### config.mk
export PLATFORM = sky130hd
export DESIGN_NAME = serial_line_command_parser_flat
export DESIGN_NICKNAME = d
export VERILOG_FILES = /design/src/rtl/core/slcp_pkg.sv /design/src/rtl/core/slcp_if.sv /design/src/rtl/core/slcp_line_mem.sv /design/src/rtl/core/slcp_parse.sv /design/src/rtl/core/serial_line_command_parser.sv /design/src/flat_wrapper.sv
export SDC_FILE = /design/constraint.sdc
export NUM_CORES = 1
export LEC_CHECK = 0
export BUFFER_PORTS_ARGS = -buffer_cell sky130_fd_sc_hd__buf_2
export CORE_AREA = 5 5 506 308
export DETAILED_ROUTE_END_ITERATION = 8
export DIE_AREA = 0 0 511 313
export PLACE_DENSITY = 0.5
export SLEW_MARGIN = 5
export SYNTH_ARGS = -nofsm -noshare
export SYNTH_HDL_FRONTEND = slang
export SYNTH_SLANG_ARGS = --single-unit
export TNS_END_PERCENT = 50
### constraint.sdc
create_clock -name clk_i -period 4.1 [get_ports clk_i]
set_input_delay 0.205 -clock clk_i [delete_from_list [all_inputs] [get_ports clk_i]]
set_output_delay 0.205 -clock clk_i [all_outputs]
set_load 0.01 [all_outputs]
### src/rtl/core/slcp_pkg.sv
`default_nettype none

package slcp_pkg;

  // Command codes of a result beat.
  localparam logic [1:0] CMD_HISTORY  = 2'd0;
  localparam logic [1:0] CMD_ALARMS   = 2'd1;
  localparam logic [1:0] CMD_SETPOINT = 2'd2;
  localparam logic [1:0] CMD_UNKNOWN  = 2'd3;

  // Characters with a special meaning.
  localparam logic [7:0] CH_NUL   = 8'h00;
  localparam logic [7:0] CH_NL    = 8'h0A;
  localparam logic [7:0] CH_TAB   = 8'h09;
  localparam logic [7:0] CH_VT    = 8'h0B;
  localparam logic [7:0] CH_FF    = 8'h0C;
  localparam logic [7:0] CH_CR    = 8'h0D;
  localparam logic [7:0] CH_SPACE = 8'h20;
  localparam logic [7:0] CH_PLUS  = 8'h2B;
  localparam logic [7:0] CH_MINUS = 8'h2D;
  localparam logic [7:0] CH_DOT   = 8'h2E;
  localparam logic [7:0] CH_ZERO  = 8'h30;
  localparam logic [7:0] CH_NINE  = 8'h39;

  // Prefixes, first character in the top byte. The alarm prefix is padded.
  localparam logic [63:0] PFX_HIST  = "HISTORY:";
  localparam logic [63:0] PFX_ALARM = {"ALARMS", 16'h0000};
  localparam logic [63:0] PFX_CMD   = "COMMAND:";
  localparam int unsigned PFX_LONG  = 8;
  localparam int unsigned PFX_SHORT = 6;

  // Scan control from the sequencer to the parser.
  typedef struct packed {
    logic       clear;    // start of a new line scan
    logic       step;     // byte_i holds a stored byte
    logic       pre_act;  // byte lies in the prefix window
    logic [2:0] pre_idx;  // position inside the prefix window
    logic       len_ge6;  // line is long enough for the short prefix
    logic       len_ge8;  // line is long enough for the long prefixes
  } slcp_ctl_t;

  // One decoded line.
  typedef struct packed {
    logic [1:0]  command;
    logic [15:0] day_count;
    logic [7:0]  setpoint_whole;
    logic [6:0]  setpoint_hundredths;
  } slcp_res_t;

  // Character of a prefix at a position.
  function automatic logic [7:0] pfx_char(input logic [63:0] pfx, input logic [2:0] idx);
    return pfx[{~idx, 3'b000} +: 8];
  endfunction

  function automatic logic is_blank(input logic [7:0] c);
    return (c == CH_SPACE) || (c == CH_TAB) || (c == CH_VT) || (c == CH_FF) || (c == CH_CR);
  endfunction

  function automatic logic is_digit(input logic [7:0] c);
    return (c >= CH_ZERO) && (c <= CH_NINE);
  endfunction

endpackage

`default_nettype wire

### src/rtl/core/slcp_if.sv
`default_nettype none

// Received byte channel.
interface slcp_in_if;
  logic       valid;
  logic       ready;
  logic [7:0] rx_byte;

  modport source (output valid, output rx_byte, input ready);
  modport sink (input valid, input rx_byte, output ready);
endinterface

// Decoded line channel.
interface slcp_out_if;
  logic               valid;
  logic               ready;
  logic [1:0]         command;
  logic signed [15:0] day_count;
  logic [7:0]         setpoint_whole;
  logic [6:0]         setpoint_hundredths;

  modport source (output valid, output command, output day_count,
                  output setpoint_whole, output setpoint_hundredths, input ready);
  modport sink (input valid, input command, input day_count,
                input setpoint_whole, input setpoint_hundredths, output ready);
endinterface

`default_nettype wire

### src/rtl/core/slcp_line_mem.sv
`default_nettype none

module slcp_line_mem #(
  parameter int Depth = 128,
  parameter int AddrW = $clog2(Depth)
) (
  input  wire logic             clk_i,
  input  wire logic             we_i,
  input  wire logic [AddrW-1:0] waddr_i,
  input  wire logic [7:0]       wdata_i,
  input  wire logic             re_i,
  input  wire logic [AddrW-1:0] raddr_i,
  output logic      [7:0]       rdata_o
);

  logic [7:0] mem_q [Depth];

  // One write port, one read port with registered data.
  always_ff @(posedge clk_i) begin
    if (we_i) begin
      mem_q[waddr_i] <= wdata_i;
    end
    if (re_i) begin
      rdata_o <= mem_q[raddr_i];
    end
  end

endmodule

`default_nettype wire

### src/rtl/core/slcp_parse.sv
`default_nettype none

module slcp_parse
  import slcp_pkg::*;
(
  input  wire logic      clk_i,
  input  wire logic      rst_ni,
  input  wire slcp_ctl_t ctl_i,
  input  wire logic [7:0] byte_i,
  output slcp_res_t      res_o
);

  // Number parser phases.
  localparam logic [1:0] PH_LEAD = 2'd0;
  localparam logic [1:0] PH_INT  = 2'd1;
  localparam logic [1:0] PH_FRAC = 2'd2;
  localparam logic [1:0] PH_STOP = 2'd3;

  logic [1:0]  ph_q, ph_d;
  logic        neg_q, neg_d;
  logic [15:0] mag_q, mag_d;
  logic [8:0]  whole_q, whole_d;
  logic        fk_q, fk_d;
  logic [3:0]  ht_q, ht_d;
  logic [3:0]  hu_q, hu_d;
  logic        mh_q, mh_d;
  logic        ma_q, ma_d;
  logic        mc_q, mc_d;

  logic [3:0]  dig;
  logic        isd;
  logic [19:0] mag_mul;
  logic [15:0] mag_sat;
  logic [12:0] whole_mul;
  logic [8:0]  whole_sat;

  // Decimal accumulate with saturation, day count and setpoint in parallel.
  assign dig       = 4'(byte_i - CH_ZERO);
  assign isd       = is_digit(byte_i);
  assign mag_mul   = 20'({mag_q, 3'b000}) + 20'({mag_q, 1'b0}) + 20'(dig);
  assign mag_sat   = (mag_mul > 20'd32768) ? 16'h8000 : mag_mul[15:0];
  assign whole_mul = 13'({whole_q, 3'b000}) + 13'({whole_q, 1'b0}) + 13'(dig);
  assign whole_sat = (whole_mul > 13'd256) ? 9'd256 : whole_mul[8:0];

  // Per-byte update of prefix match flags and number state.
  always_comb begin
    ph_d    = ph_q;
    neg_d   = neg_q;
    mag_d   = mag_q;
    whole_d = whole_q;
    fk_d    = fk_q;
    ht_d    = ht_q;
    hu_d    = hu_q;
    mh_d    = mh_q;
    ma_d    = ma_q;
    mc_d    = mc_q;
    if (ctl_i.clear) begin
      ph_d    = PH_LEAD;
      neg_d   = 1'b0;
      mag_d   = '0;
      whole_d = '0;
      fk_d    = 1'b0;
      ht_d    = '0;
      hu_d    = '0;
      mh_d    = 1'b1;
      ma_d    = 1'b1;
      mc_d    = 1'b1;
    end else if (ctl_i.step) begin
      if (ctl_i.pre_act) begin
        mh_d = mh_q && (byte_i == pfx_char(PFX_HIST, ctl_i.pre_idx));
        mc_d = mc_q && (byte_i == pfx_char(PFX_CMD, ctl_i.pre_idx));
        if (ctl_i.pre_idx < 3'(PFX_SHORT)) begin
          ma_d = ma_q && (byte_i == pfx_char(PFX_ALARM, ctl_i.pre_idx));
        end
      end else begin
        case (ph_q)
          PH_LEAD: begin
            if (is_blank(byte_i)) begin
              ph_d = PH_LEAD;
            end else if (byte_i == CH_PLUS || byte_i == CH_MINUS) begin
              neg_d = (byte_i == CH_MINUS);
              ph_d  = PH_INT;
            end else if (isd) begin
              mag_d   = mag_sat;
              whole_d = whole_sat;
              ph_d    = PH_INT;
            end else if (byte_i == CH_DOT) begin
              ph_d = PH_FRAC;
            end else begin
              ph_d = PH_STOP;
            end
          end
          PH_INT: begin
            if (isd) begin
              mag_d   = mag_sat;
              whole_d = whole_sat;
            end else if (byte_i == CH_DOT) begin
              ph_d = PH_FRAC;
            end else begin
              ph_d = PH_STOP;
            end
          end
          PH_FRAC: begin
            if (!isd) begin
              ph_d = PH_STOP;
            end else if (!fk_q) begin
              ht_d = dig;
              fk_d = 1'b1;
            end else begin
              hu_d = dig;
              ph_d = PH_STOP;
            end
          end
          default: begin
            ph_d = PH_STOP;
          end
        endcase
      end
    end
  end

  always_ff @(posedge clk_i or negedge rst_ni) begin
    if (!rst_ni) begin
      ph_q    <= PH_LEAD;
      neg_q   <= 1'b0;
      mag_q   <= '0;
      whole_q <= '0;
      fk_q    <= 1'b0;
      ht_q    <= '0;
      hu_q    <= '0;
      mh_q    <= 1'b0;
      ma_q    <= 1'b0;
      mc_q    <= 1'b0;
    end else begin
      ph_q    <= ph_d;
      neg_q   <= neg_d;
      mag_q   <= mag_d;
      whole_q <= whole_d;
      fk_q    <= fk_d;
      ht_q    <= ht_d;
      hu_q    <= hu_d;
      mh_q    <= mh_d;
      ma_q    <= ma_d;
      mc_q    <= mc_d;
    end
  end

  // Result of the finished scan, prefixes checked in priority order.
  logic       hist_hit, alarm_hit, cmd_hit;
  logic [6:0] hund;

  assign hist_hit  = mh_q && ctl_i.len_ge8;
  assign alarm_hit = ma_q && ctl_i.len_ge6;
  assign cmd_hit   = mc_q && ctl_i.len_ge8;
  assign hund      = 7'({ht_q, 3'b000}) + 7'({ht_q, 1'b0}) + 7'(hu_q);

  always_comb begin
    res_o = '0;
    if (hist_hit) begin
      res_o.command = CMD_HISTORY;
      if (neg_q) begin
        res_o.day_count = 16'(~mag_q + 16'd1);
      end else if (mag_q > 16'd32767) begin
        res_o.day_count = 16'd32767;
      end else begin
        res_o.day_count = mag_q;
      end
    end else if (alarm_hit) begin
      res_o.command = CMD_ALARMS;
    end else if (cmd_hit) begin
      res_o.command = CMD_SETPOINT;
      if (neg_q) begin
        res_o.setpoint_whole      = '0;
        res_o.setpoint_hundredths = '0;
      end else if (whole_q > 9'd255) begin
        res_o.setpoint_whole      = 8'd255;
        res_o.setpoint_hundredths = 7'd99;
      end else begin
        res_o.setpoint_whole      = whole_q[7:0];
        res_o.setpoint_hundredths = hund;
      end
    end else begin
      res_o.command = CMD_UNKNOWN;
    end
  end

endmodule

`default_nettype wire

### src/rtl/core/serial_line_command_parser.sv
// Channel   Dir  Fields                                              Accept
// rx_i      in   rx_byte[7:0]                                        valid & ready
// res_o     out  command[1:0] day_count[15:0] setpoint_whole[7:0]    valid & ready
//                setpoint_hundredths[6:0]
//
// A byte other than newline is taken and, unless it is zero or the line is full, written to the line memory.
// After a newline beat, input ready stays low while the stored bytes are read back one per cycle
// and the result is loaded.
// The last scan cycle waits until the output register is free.
// Reset clears the fill count, the sequencer and the output valid; the memory is not cleared.
// Results wait in the output register while further bytes of the next line are taken.
`default_nettype none

module serial_line_command_parser
  import slcp_pkg::*;
#(
  parameter int LINE_CAPACITY = 128
) (
  input  wire logic   clk_i,
  input  wire logic   rst_ni,
  slcp_in_if.sink     rx_i,
  slcp_out_if.source  res_o
);

  localparam int CntW = $clog2(LINE_CAPACITY);
  localparam logic [CntW-1:0] LastFill = CntW'(LINE_CAPACITY - 1);

  // Sequencer states.
  localparam logic ST_IDLE = 1'b0;
  localparam logic ST_SCAN = 1'b1;

  logic            st_q, st_d;
  logic [CntW-1:0] fill_q, fill_d;
  logic [CntW-1:0] rd_ptr_q, rd_ptr_d;
  logic [CntW-1:0] rd_pos_q;
  logic            rd_vld_q;
  logic            out_vld_q, out_vld_d;
  slcp_res_t       res_q;

  logic            acc, is_nl, wr_en, rd_en, finish, out_free;
  logic [7:0]      rd_data;
  slcp_ctl_t       ctl;
  slcp_res_t       res_new;

  assign rx_i.ready = (st_q == ST_IDLE);
  assign acc        = rx_i.valid && rx_i.ready;
  assign is_nl      = (rx_i.rx_byte == CH_NL);
  assign out_free   = !out_vld_q || res_o.ready;

  // Store a byte while the line has room; zero bytes are dropped.
  assign wr_en = acc && !is_nl && (rx_i.rx_byte != CH_NUL) && (fill_q != LastFill);

  // Read back one stored byte per cycle during the scan.
  assign rd_en  = (st_q == ST_SCAN) && (rd_ptr_q != fill_q);
  assign finish = (st_q == ST_SCAN) && !rd_en && !rd_vld_q && out_free;

  slcp_line_mem #(
    .Depth (LINE_CAPACITY),
    .AddrW (CntW)
  ) u_mem (
    .clk_i   (clk_i),
    .we_i    (wr_en),
    .waddr_i (fill_q),
    .wdata_i (rx_i.rx_byte),
    .re_i    (rd_en),
    .raddr_i (rd_ptr_q),
    .rdata_o (rd_data)
  );

  // Parser control for the byte returning from memory.
  always_comb begin
    ctl         = '0;
    ctl.clear   = acc && is_nl;
    ctl.step    = rd_vld_q;
    ctl.pre_act = (rd_pos_q < CntW'(PFX_LONG));
    ctl.pre_idx = rd_pos_q[2:0];
    ctl.len_ge6 = (fill_q >= CntW'(PFX_SHORT));
    ctl.len_ge8 = (fill_q >= CntW'(PFX_LONG));
  end

  slcp_parse u_parse (
    .clk_i  (clk_i),
    .rst_ni (rst_ni),
    .ctl_i  (ctl),
    .byte_i (rd_data),
    .res_o  (res_new)
  );

  // Sequencer, fill count and output valid.
  always_comb begin
    st_d      = st_q;
    fill_d    = fill_q;
    rd_ptr_d  = rd_ptr_q;
    out_vld_d = out_vld_q && !res_o.ready;
    case (st_q)
      ST_IDLE: begin
        if (wr_en) begin
          fill_d = fill_q + CntW'(1);
        end
        if (acc && is_nl) begin
          st_d     = ST_SCAN;
          rd_ptr_d = '0;
        end
      end
      ST_SCAN: begin
        if (rd_en) begin
          rd_ptr_d = rd_ptr_q + CntW'(1);
        end
        if (finish) begin
          st_d      = ST_IDLE;
          fill_d    = '0;
          out_vld_d = 1'b1;
        end
      end
      default: begin
        st_d = ST_IDLE;
      end
    endcase
  end

  always_ff @(posedge clk_i or negedge rst_ni) begin
    if (!rst_ni) begin
      st_q      <= ST_IDLE;
      fill_q    <= '0;
      rd_ptr_q  <= '0;
      rd_pos_q  <= '0;
      rd_vld_q  <= 1'b0;
      out_vld_q <= 1'b0;
    end else begin
      st_q      <= st_d;
      fill_q    <= fill_d;
      rd_ptr_q  <= rd_ptr_d;
      rd_pos_q  <= rd_ptr_q;
      rd_vld_q  <= rd_en;
      out_vld_q <= out_vld_d;
    end
  end

  // Output payload register.
  always_ff @(posedge clk_i) begin
    if (finish) begin
      res_q <= res_new;
    end
  end

  assign res_o.valid               = out_vld_q;
  assign res_o.command             = res_q.command;
  assign res_o.day_count           = res_q.day_count;
  assign res_o.setpoint_whole      = res_q.setpoint_whole;
  assign res_o.setpoint_hundredths = res_q.setpoint_hundredths;

endmodule

`default_nettype wire

### src/flat_wrapper.sv
// flat-port wrapper written by rule: the top's interface ports become plain ports
module serial_line_command_parser_flat import slcp_pkg::*;
#(
  parameter int LINE_CAPACITY = 128
)
  (clk_i, rst_ni, rx_i_valid, rx_i_rx_byte, rx_i_ready, res_o_valid, res_o_command, res_o_day_count, res_o_setpoint_whole, res_o_setpoint_hundredths, res_o_ready);
  slcp_in_if rx_i_i ();
  slcp_out_if res_o_i ();
  input  wire logic clk_i;
  input  wire logic rst_ni;
  input wire logic [$bits(rx_i_i.valid)-1:0] rx_i_valid;
  input wire logic [$bits(rx_i_i.rx_byte)-1:0] rx_i_rx_byte;
  output wire logic [$bits(rx_i_i.ready)-1:0] rx_i_ready;
  output wire logic [$bits(res_o_i.valid)-1:0] res_o_valid;
  output wire logic [$bits(res_o_i.command)-1:0] res_o_command;
  output wire logic [$bits(res_o_i.day_count)-1:0] res_o_day_count;
  output wire logic [$bits(res_o_i.setpoint_whole)-1:0] res_o_setpoint_whole;
  output wire logic [$bits(res_o_i.setpoint_hundredths)-1:0] res_o_setpoint_hundredths;
  input wire logic [$bits(res_o_i.ready)-1:0] res_o_ready;
  assign rx_i_i.valid = rx_i_valid;
  assign rx_i_i.rx_byte = rx_i_rx_byte;
  assign rx_i_ready = rx_i_i.ready;
  assign res_o_valid = res_o_i.valid;
  assign res_o_command = res_o_i.command;
  assign res_o_day_count = res_o_i.day_count;
  assign res_o_setpoint_whole = res_o_i.setpoint_whole;
  assign res_o_setpoint_hundredths = res_o_i.setpoint_hundredths;
  assign res_o_i.ready = res_o_ready;
  serial_line_command_parser #(.LINE_CAPACITY(LINE_CAPACITY)) u_core (.clk_i(clk_i), .rst_ni(rst_ni), .rx_i(rx_i_i), .res_o(res_o_i));
endmodule
==> results.toml, run 1 <==
[drt]
drt-vias-per-instance = 5.131
ant_nets = 0
drt-total-wl_um = 121000
vias = 23870
drt_iter0_drc = 2737
drc = 0
post_drt_wl_per_cell_um = 26.01
drtPass1Iterations = 5

[worst_setup_path]
worst_path_max_delay_cell = "o31ai_1"
crit_arrival_ns = 4.27
critPathLaunchType = "register"
max_stage_delay_ns = 0.60
required_ns = 4.71
crit_type = "reg -> reg"
crit_path_end_kind = "register"
worstPathCellList = "inv_1 > fa_1 > inv_1 > ha_1 > a211oi_1 > o31ai_1 > o2111ai_1 > o221ai_1 > mux2i_1 > nand3_1 > o31ai_1"
critical_path_buf_inv_count = 2
path_max_fanout = 8
cpLargestDelayFamily = "compound AO/OA/AOI/OAI gates"

[power]
powerDensity_mw_per_mm2 = 614.5
ir_worst_vdd_uv = 321.4
p_leak_nw = 16.88

[cells_and_area]
final_nets = 2612
drive_gt1_frac = 0.2634
syn_to_final_growth_pct = 14.76

[global_routing]
grt_max_degree = 130
antenna_found_initial = 17
gr-total-overflow = 0
grt_first_pass_wirelength_um = 175000
grt_pass1_vias = 23740
track_usage = 0.1492

[flow_run]
maxCapViolations = 0

[synthesis]
ys_types = 68
synth_fp_nets = 2452
syn_area_per_cell_um2 = 19.61
synth.most_common_cell = "edfxtp_1"
ys.flop_type = "edfxtp_1"
netlist.area_leader.share = 0.6887
synth-edff-count = 1065
async_flop_share = 0.05669
yosysSeqAreaShare = 0.7232
synth.area.top_cells = "edfxtp_1, mux4_2, dfrtp_1, nor2_1, ha_1"
yosys.area.top_type = "edfxtp_1"
netlist_area_mm2 = 0.04644
yosys-top-cells-count = "edfxtp_1, mux4_2, nor2_1"
yosys_register_bits = 1129
yosysWarningCount = 0
synthesis.instances = 2368

[die]
num_rows = 111
chipHeight_um = 313
die_area_mm2 = 0.1599
initial_core_util = 0.3070
core_area_mm2 = 0.1512
die_x_um = 511
io_pins = 47

[sta]
clock-skew-final_ns = 0.03845
hold_viol_final = 0
rsz0062_at_grt = "no"
setup_slack_ns = 0.4453
max_slew_margin = 0.2427
fin_crit_sh = 0.8914
drv_slew = 0
max_freq_mhz = 273.6
worst_slew_pin_slew_ns = 1.132
min_period_ns = 3.655
fin_tns_setup_ns = 0
setup_viol = 0

[clock_network]
clk_pin_slew_ns = 0.07
cts_root_buf = "clkbuf_16"
cts_tree = "built"
htreeDepth = 3
clk_latency_ns = 0.72
cts_buffers = 103
clockBufferDepth = 3
cts_sinks = 1129

[placed_design]
dp_hpwl_um = 80260
port_buffers = 46
gp_congestion = 0.8222
post-place-ws_ns = 0.3292

[worst_hold_path]
holdCritPathClass = "in -> async"

[status]
status = "finished clean"
## metrics by stage
step                total power, W  instance area, um^2  instances  hold WS, ns  utilization
finish                     0.03275                53290       4653      0.04657       0.3523
global route               0.03413                53280       4651      0.08683       0.3523
CTS                        0.03307                53270       4650      0.02930       0.3522
global placement           0.02314                49850       4455       0.2167       0.3296
detailed placement         0.02321                49850       4455       0.2221       0.3296
floorplan                  0.01942                46440       2368     -0.09059            -
## state kept, by name, summed over array words and instances, names as in the netlist, 2 cells and up
signal / cells
u_core.fill_q: 7
u_core.rd_pos_q: 7
u_core.rd_ptr_q: 7
u_core.res_o.command: 2
u_core.res_o.day_count: 16
u_core.res_o.setpoint_hundredths: 7
u_core.res_o.setpoint_whole: 8
u_core.u_mem.mem_q: 1024
u_core.u_mem.rdata_o: 8
u_core.u_parse.ht_q: 4
u_core.u_parse.hu_q: 4
u_core.u_parse.mag_q: 16
u_core.u_parse.ph_q: 2
u_core.u_parse.whole_q: 9
## per-layer routing
metal  vias up  track usage  wire length [um]
met3       132      0.04364             10870
met2       866       0.1914             47300
met4         0      0.02683              1770
met5         -            0                 0
met1     12850       0.2457             61100
li1      10030            -                 -
## final cells by class
cell class | instances | area (um^2)
clock buffer | 117 | 2651
antenna | 3 | 7.507
fill | 13990 | 97960
timing repair buffer | 175 | 1424
multi-input combinational | 1088 | 12200
sequential | 1129 | 33590
inverter | 31 | 118.9
clock inverter | 76 | 749.5
tap | 2034 | 2545
## layout by cell type (no fill, tap or decap), types with 19 or more instances in the layout
cell and n:
clkinv_2 22, nand3_1 34, clkbuf_16 104, buf_2 38, mux2_2 22, o21ai_0 44, buf_4 119, clkinv_1 27
nand2_1 67, ha_1 66, xnor2_1 22, xor2_1 23, dfrtp_1 61, mux2i_1 19, edfxtp_1 1065, nor2_1 226
inv_1 29, mux4_2 323, a21oi_1 31
## where the power goes
part | internal [W] | total [W] | switching, W
clock | 0.00538 | 0.00982 | 0.00444
sequential | 0.0129 | 0.0134 | 0.000462
combinational | 0.00429 | 0.00953 | 0.00525
## final timing paths
path	startpoint	end	slack [ns]	cells past startpoint
max in group asynchronous	rst_ni	u_core.rd_ptr_q[3]$_DFFE_PN0P_	2.94	3
hold / removal	rst_ni	u_core.u_parse.mag_q[14]$_DFFE_PN0P_	0.05	2
min in group clk_i	rx_i_rx_byte[1]	u_core.u_mem.mem_q[122][1]$_DFFE_PP_	0.08	2
setup / recovery	u_core.u_parse.mag_q[2]$_DFFE_PN0P_	u_core.u_parse.mag_q[10]$_DFFE_PN0P_	0.45	11
setup reg to reg	u_core.u_parse.mag_q[2]$_DFFE_PN0P_	u_core.u_parse.mag_q[10]$_DFFE_PN0P_	0.45	11
hold reg to reg	u_core.u_parse.hu_q[0]$_DFFE_PN0P_	u_core.u_parse.hu_q[0]$_DFFE_PN0P_	0.52	1
## logic make-up (layout without fill, tap and decap cells)
group	after synthesis	count (layout)	share of synthesized area
flip-flops	1129	1129	0.7232
AND/OR/NAND/NOR	427	427	0.04117
multiplexers	364	364	0.1661
AO/OA/AOI/OAI	180	180	0.02624
buffers and inverters	151	399	0.01444
adder cells (fa/ha/maj)	72	72	0.02037
XOR/XNOR	45	45	0.008487
other	0	3	0
## timing repair
action	4_1_cts	5_1_grt
resized for setup	0	1
hold buffers	2	0
buffers inserted	0	0
hold endpoints to repair	22	0
endpoints found under the setup margin	0	10
(Power assumes the default switching activity.)
==> run 2, diff against run 1 <==
==> constraint.sdc (replaced) <==
create_clock -name clk_i -period 4.1 [get_ports clk_i]
set_input_delay 0 -clock clk_i [delete_from_list [all_inputs] [get_ports clk_i]]
set_output_delay 0 -clock clk_i [all_outputs]
set_load 0.01 [all_outputs]
==> results.toml, run 2 (synthesis results as in run 1) <==
[drt]
ant_nets = 0
drt-vias-per-instance = 5.101
post_drt_wl_per_cell_um = 25.93
wl_met2_um = 47540
vias = 23820
wl_met1_um = 59360
drt-total-wl_um = 121100
wl_met3_um = 12280
drtPass1Iterations = 5
drc = 0
drt_iter0_drc = 2657
highest_layer = "met5"

[clock_network]
cts_sinks = 1129
cts_root_buf = "clkbuf_16"
cts_buffers = 105
htreeDepth = 3
cts_tree = "built"
clockBufferDepth = 3
clk_pin_slew_ns = 0.07
clk_latency_ns = 0.71

[worst_setup_path]
cpLargestDelayFamily = "compound AO/OA/AOI/OAI gates"
path_max_fanout = 6
worst_path_max_delay_cell = "fa_1"
worstPathCellList = "inv_1 > buf_4 > fa_1 > inv_1 > ha_1 > a211oi_1 > o31ai_1 > o2111a_1 > o21ai_0 > xor2_1 > nand3_1 > o31ai_1"
required_ns = 4.70
max_stage_delay_ns = 0.45
critical_path_buf_inv_count = 3
crit_arrival_ns = 4.32
crit_path_end_kind = "register"
critPathLaunchType = "register"
r2r_slack_ns = 0.38
crit_type = "reg -> reg"

[cells_and_area]
largest_register_ffs = 1024
final_nets = 2632
top_register = "u_core.u_mem.mem_q"
syn_to_final_growth_pct = 15.02
drive_gt1_frac = 0.2630
fillers = 13960
final_core_util = 0.3531
layout_commonest_cell = "edfxtp_1"
final_cell_mix = "edfxtp_1, mux4_2, nor2_1, buf_4, clkbuf_16"

[power]
ir_worst_vdd_uv = 361.1
p_leak_nw = 16.97
powerDensity_mw_per_mm2 = 614.3

[die]
die_x_um = 511
chipHeight_um = 313
num_rows = 111
die_area_mm2 = 0.1599
core_area_mm2 = 0.1512
initial_core_util = 0.3070
io_pins = 47

[sta]
max_slew_margin = 0.1481
setup_viol = 0
clock-skew-final_ns = 0.02760
fin_tns_setup_ns = 0
min_period_ns = 3.718
hold_viol_final = 0
worst_slew_pin_slew_ns = 1.273
fin_crit_sh = 0.9068
drv_slew = 0
rsz0062_at_grt = "no"
max_freq_mhz = 269.0

[global_routing]
grt_first_pass_wirelength_um = 174300
antenna_found_initial = 16
gr-total-overflow = 0
grt_max_degree = 97
grt_pass1_vias = 24060
track_usage = 0.1488

[status]
status = "finished clean"

[placed_design]
dp_hpwl_um = 78240
gp_congestion = 0.8134
port_buffers = 46

[flow_run]
maxCapViolations = 0

[worst_hold_path]
holdCritPathClass = "in -> async"
[run 2: cell types whose count changed in the layout (fill, tap and decap cells not counted), moves of 3 or more]
cell | before | now
buf_4 | 119 | 135
clkinv_2 | 22 | 15
dlygate4sd3_1 | 2 | 9
buf_12 | 16 | 11
clkbuf_1 | 13 | 17
clkbuf_16 | 104 | 107
clkinvlp_4 | 8 | 5
[run 2: timing repair]
item | in CTS | in global routing
resized for setup | 0 | 1
hold buffers | 9 | 0
setup endpoints to repair | 0 | 10
hold endpoints to repair | 327 | 0
buffers inserted | 0 | 0
[run 2: area by class of cell]
class	count	area [um^2]	area share
clock inverter	66	689.4	0.01291
sequential	1129	33590	0.6290
inverter	31	118.9	0.002226
timing repair buffer	193	1514	0.02835
multi-input combinational	1088	12200	0.2284
antenna	4	10.01	0.0001874
clock buffer	124	2741	0.05133
tap	2034	2545	0.04765
[run 2: metrics by stage]
step | total power [W] | instance area [um^2] | hold slack, ns | setup WS [ns] | std cells
CTS | 0.03304 | 53390 | 0.005191 | 0.2513 | 4665
global placement | 0.02303 | 49870 | 0.2027 | 0.1635 | 4466
detailed placement | 0.02308 | 49870 | 0.2244 | 0.2699 | 4466
global route | 0.03415 | 53410 | 0.03827 | 0.1144 | 4668
finish | 0.03281 | 53410 | 0.02832 | 0.3823 | 4669
floorplan | 0.01942 | 46440 | -0.2956 | 0.6123 | 2368
[run 2: per-layer routing]
layer  vias up  GRT usage
met3       130    0.05467
met2       922     0.1924
li1      10060          -
met1     12710     0.2358
met5         -   0.008338
met4         2    0.02606
[run 2: worst reg2reg max path, delay by kind of cell, from the launching register on]
kind,cells,cell delay [ns]
adders and majority gates,2,0.68
xor gates and xnor gates,1,0.28
DFF,1,0.39
buffers and inverters,3,0.53
AOI/OAI and AO/OA,5,1.49
and+or+nand+nor,1,0.26
[run 2: where the power goes]
| group | switching, W | internal, W | total [W] | leakage (nW) |
|---|---|---|---|---|
| logic | 0.00536 | 0.00418 | 0.00954 | 5.03 |
| clock network | 0.00440 | 0.00554 | 0.00994 | 1.66 |
| registers | 0.000396 | 0.0129 | 0.0133 | 10.3 |
[run 2: path summary, 6_finish.rpt]
path / start / endpoint / cells past startpoint
max: u_core.u_mem.rdata_o[3]$_DFFE_PP_ / u_core.u_parse.mag_q[10]$_DFFE_PN0P_ / 12
min: rst_ni / u_core.u_parse.mag_q[10]$_DFFE_PN0P_ / 3
max reg2reg: u_core.u_mem.rdata_o[3]$_DFFE_PP_ / u_core.u_parse.mag_q[10]$_DFFE_PN0P_ / 12
min reg2reg: u_core.u_parse.mc_q$_DFFE_PN0P_ / u_core.u_parse.mc_q$_DFFE_PN0P_ / 2
max in group asynchronous: rst_ni / u_core.rd_ptr_q[3]$_DFFE_PN0P_ / 3
min in group clk_i: rx_i_rx_byte[4] / u_core.u_mem.mem_q[106][4]$_DFFE_PP_ / 2
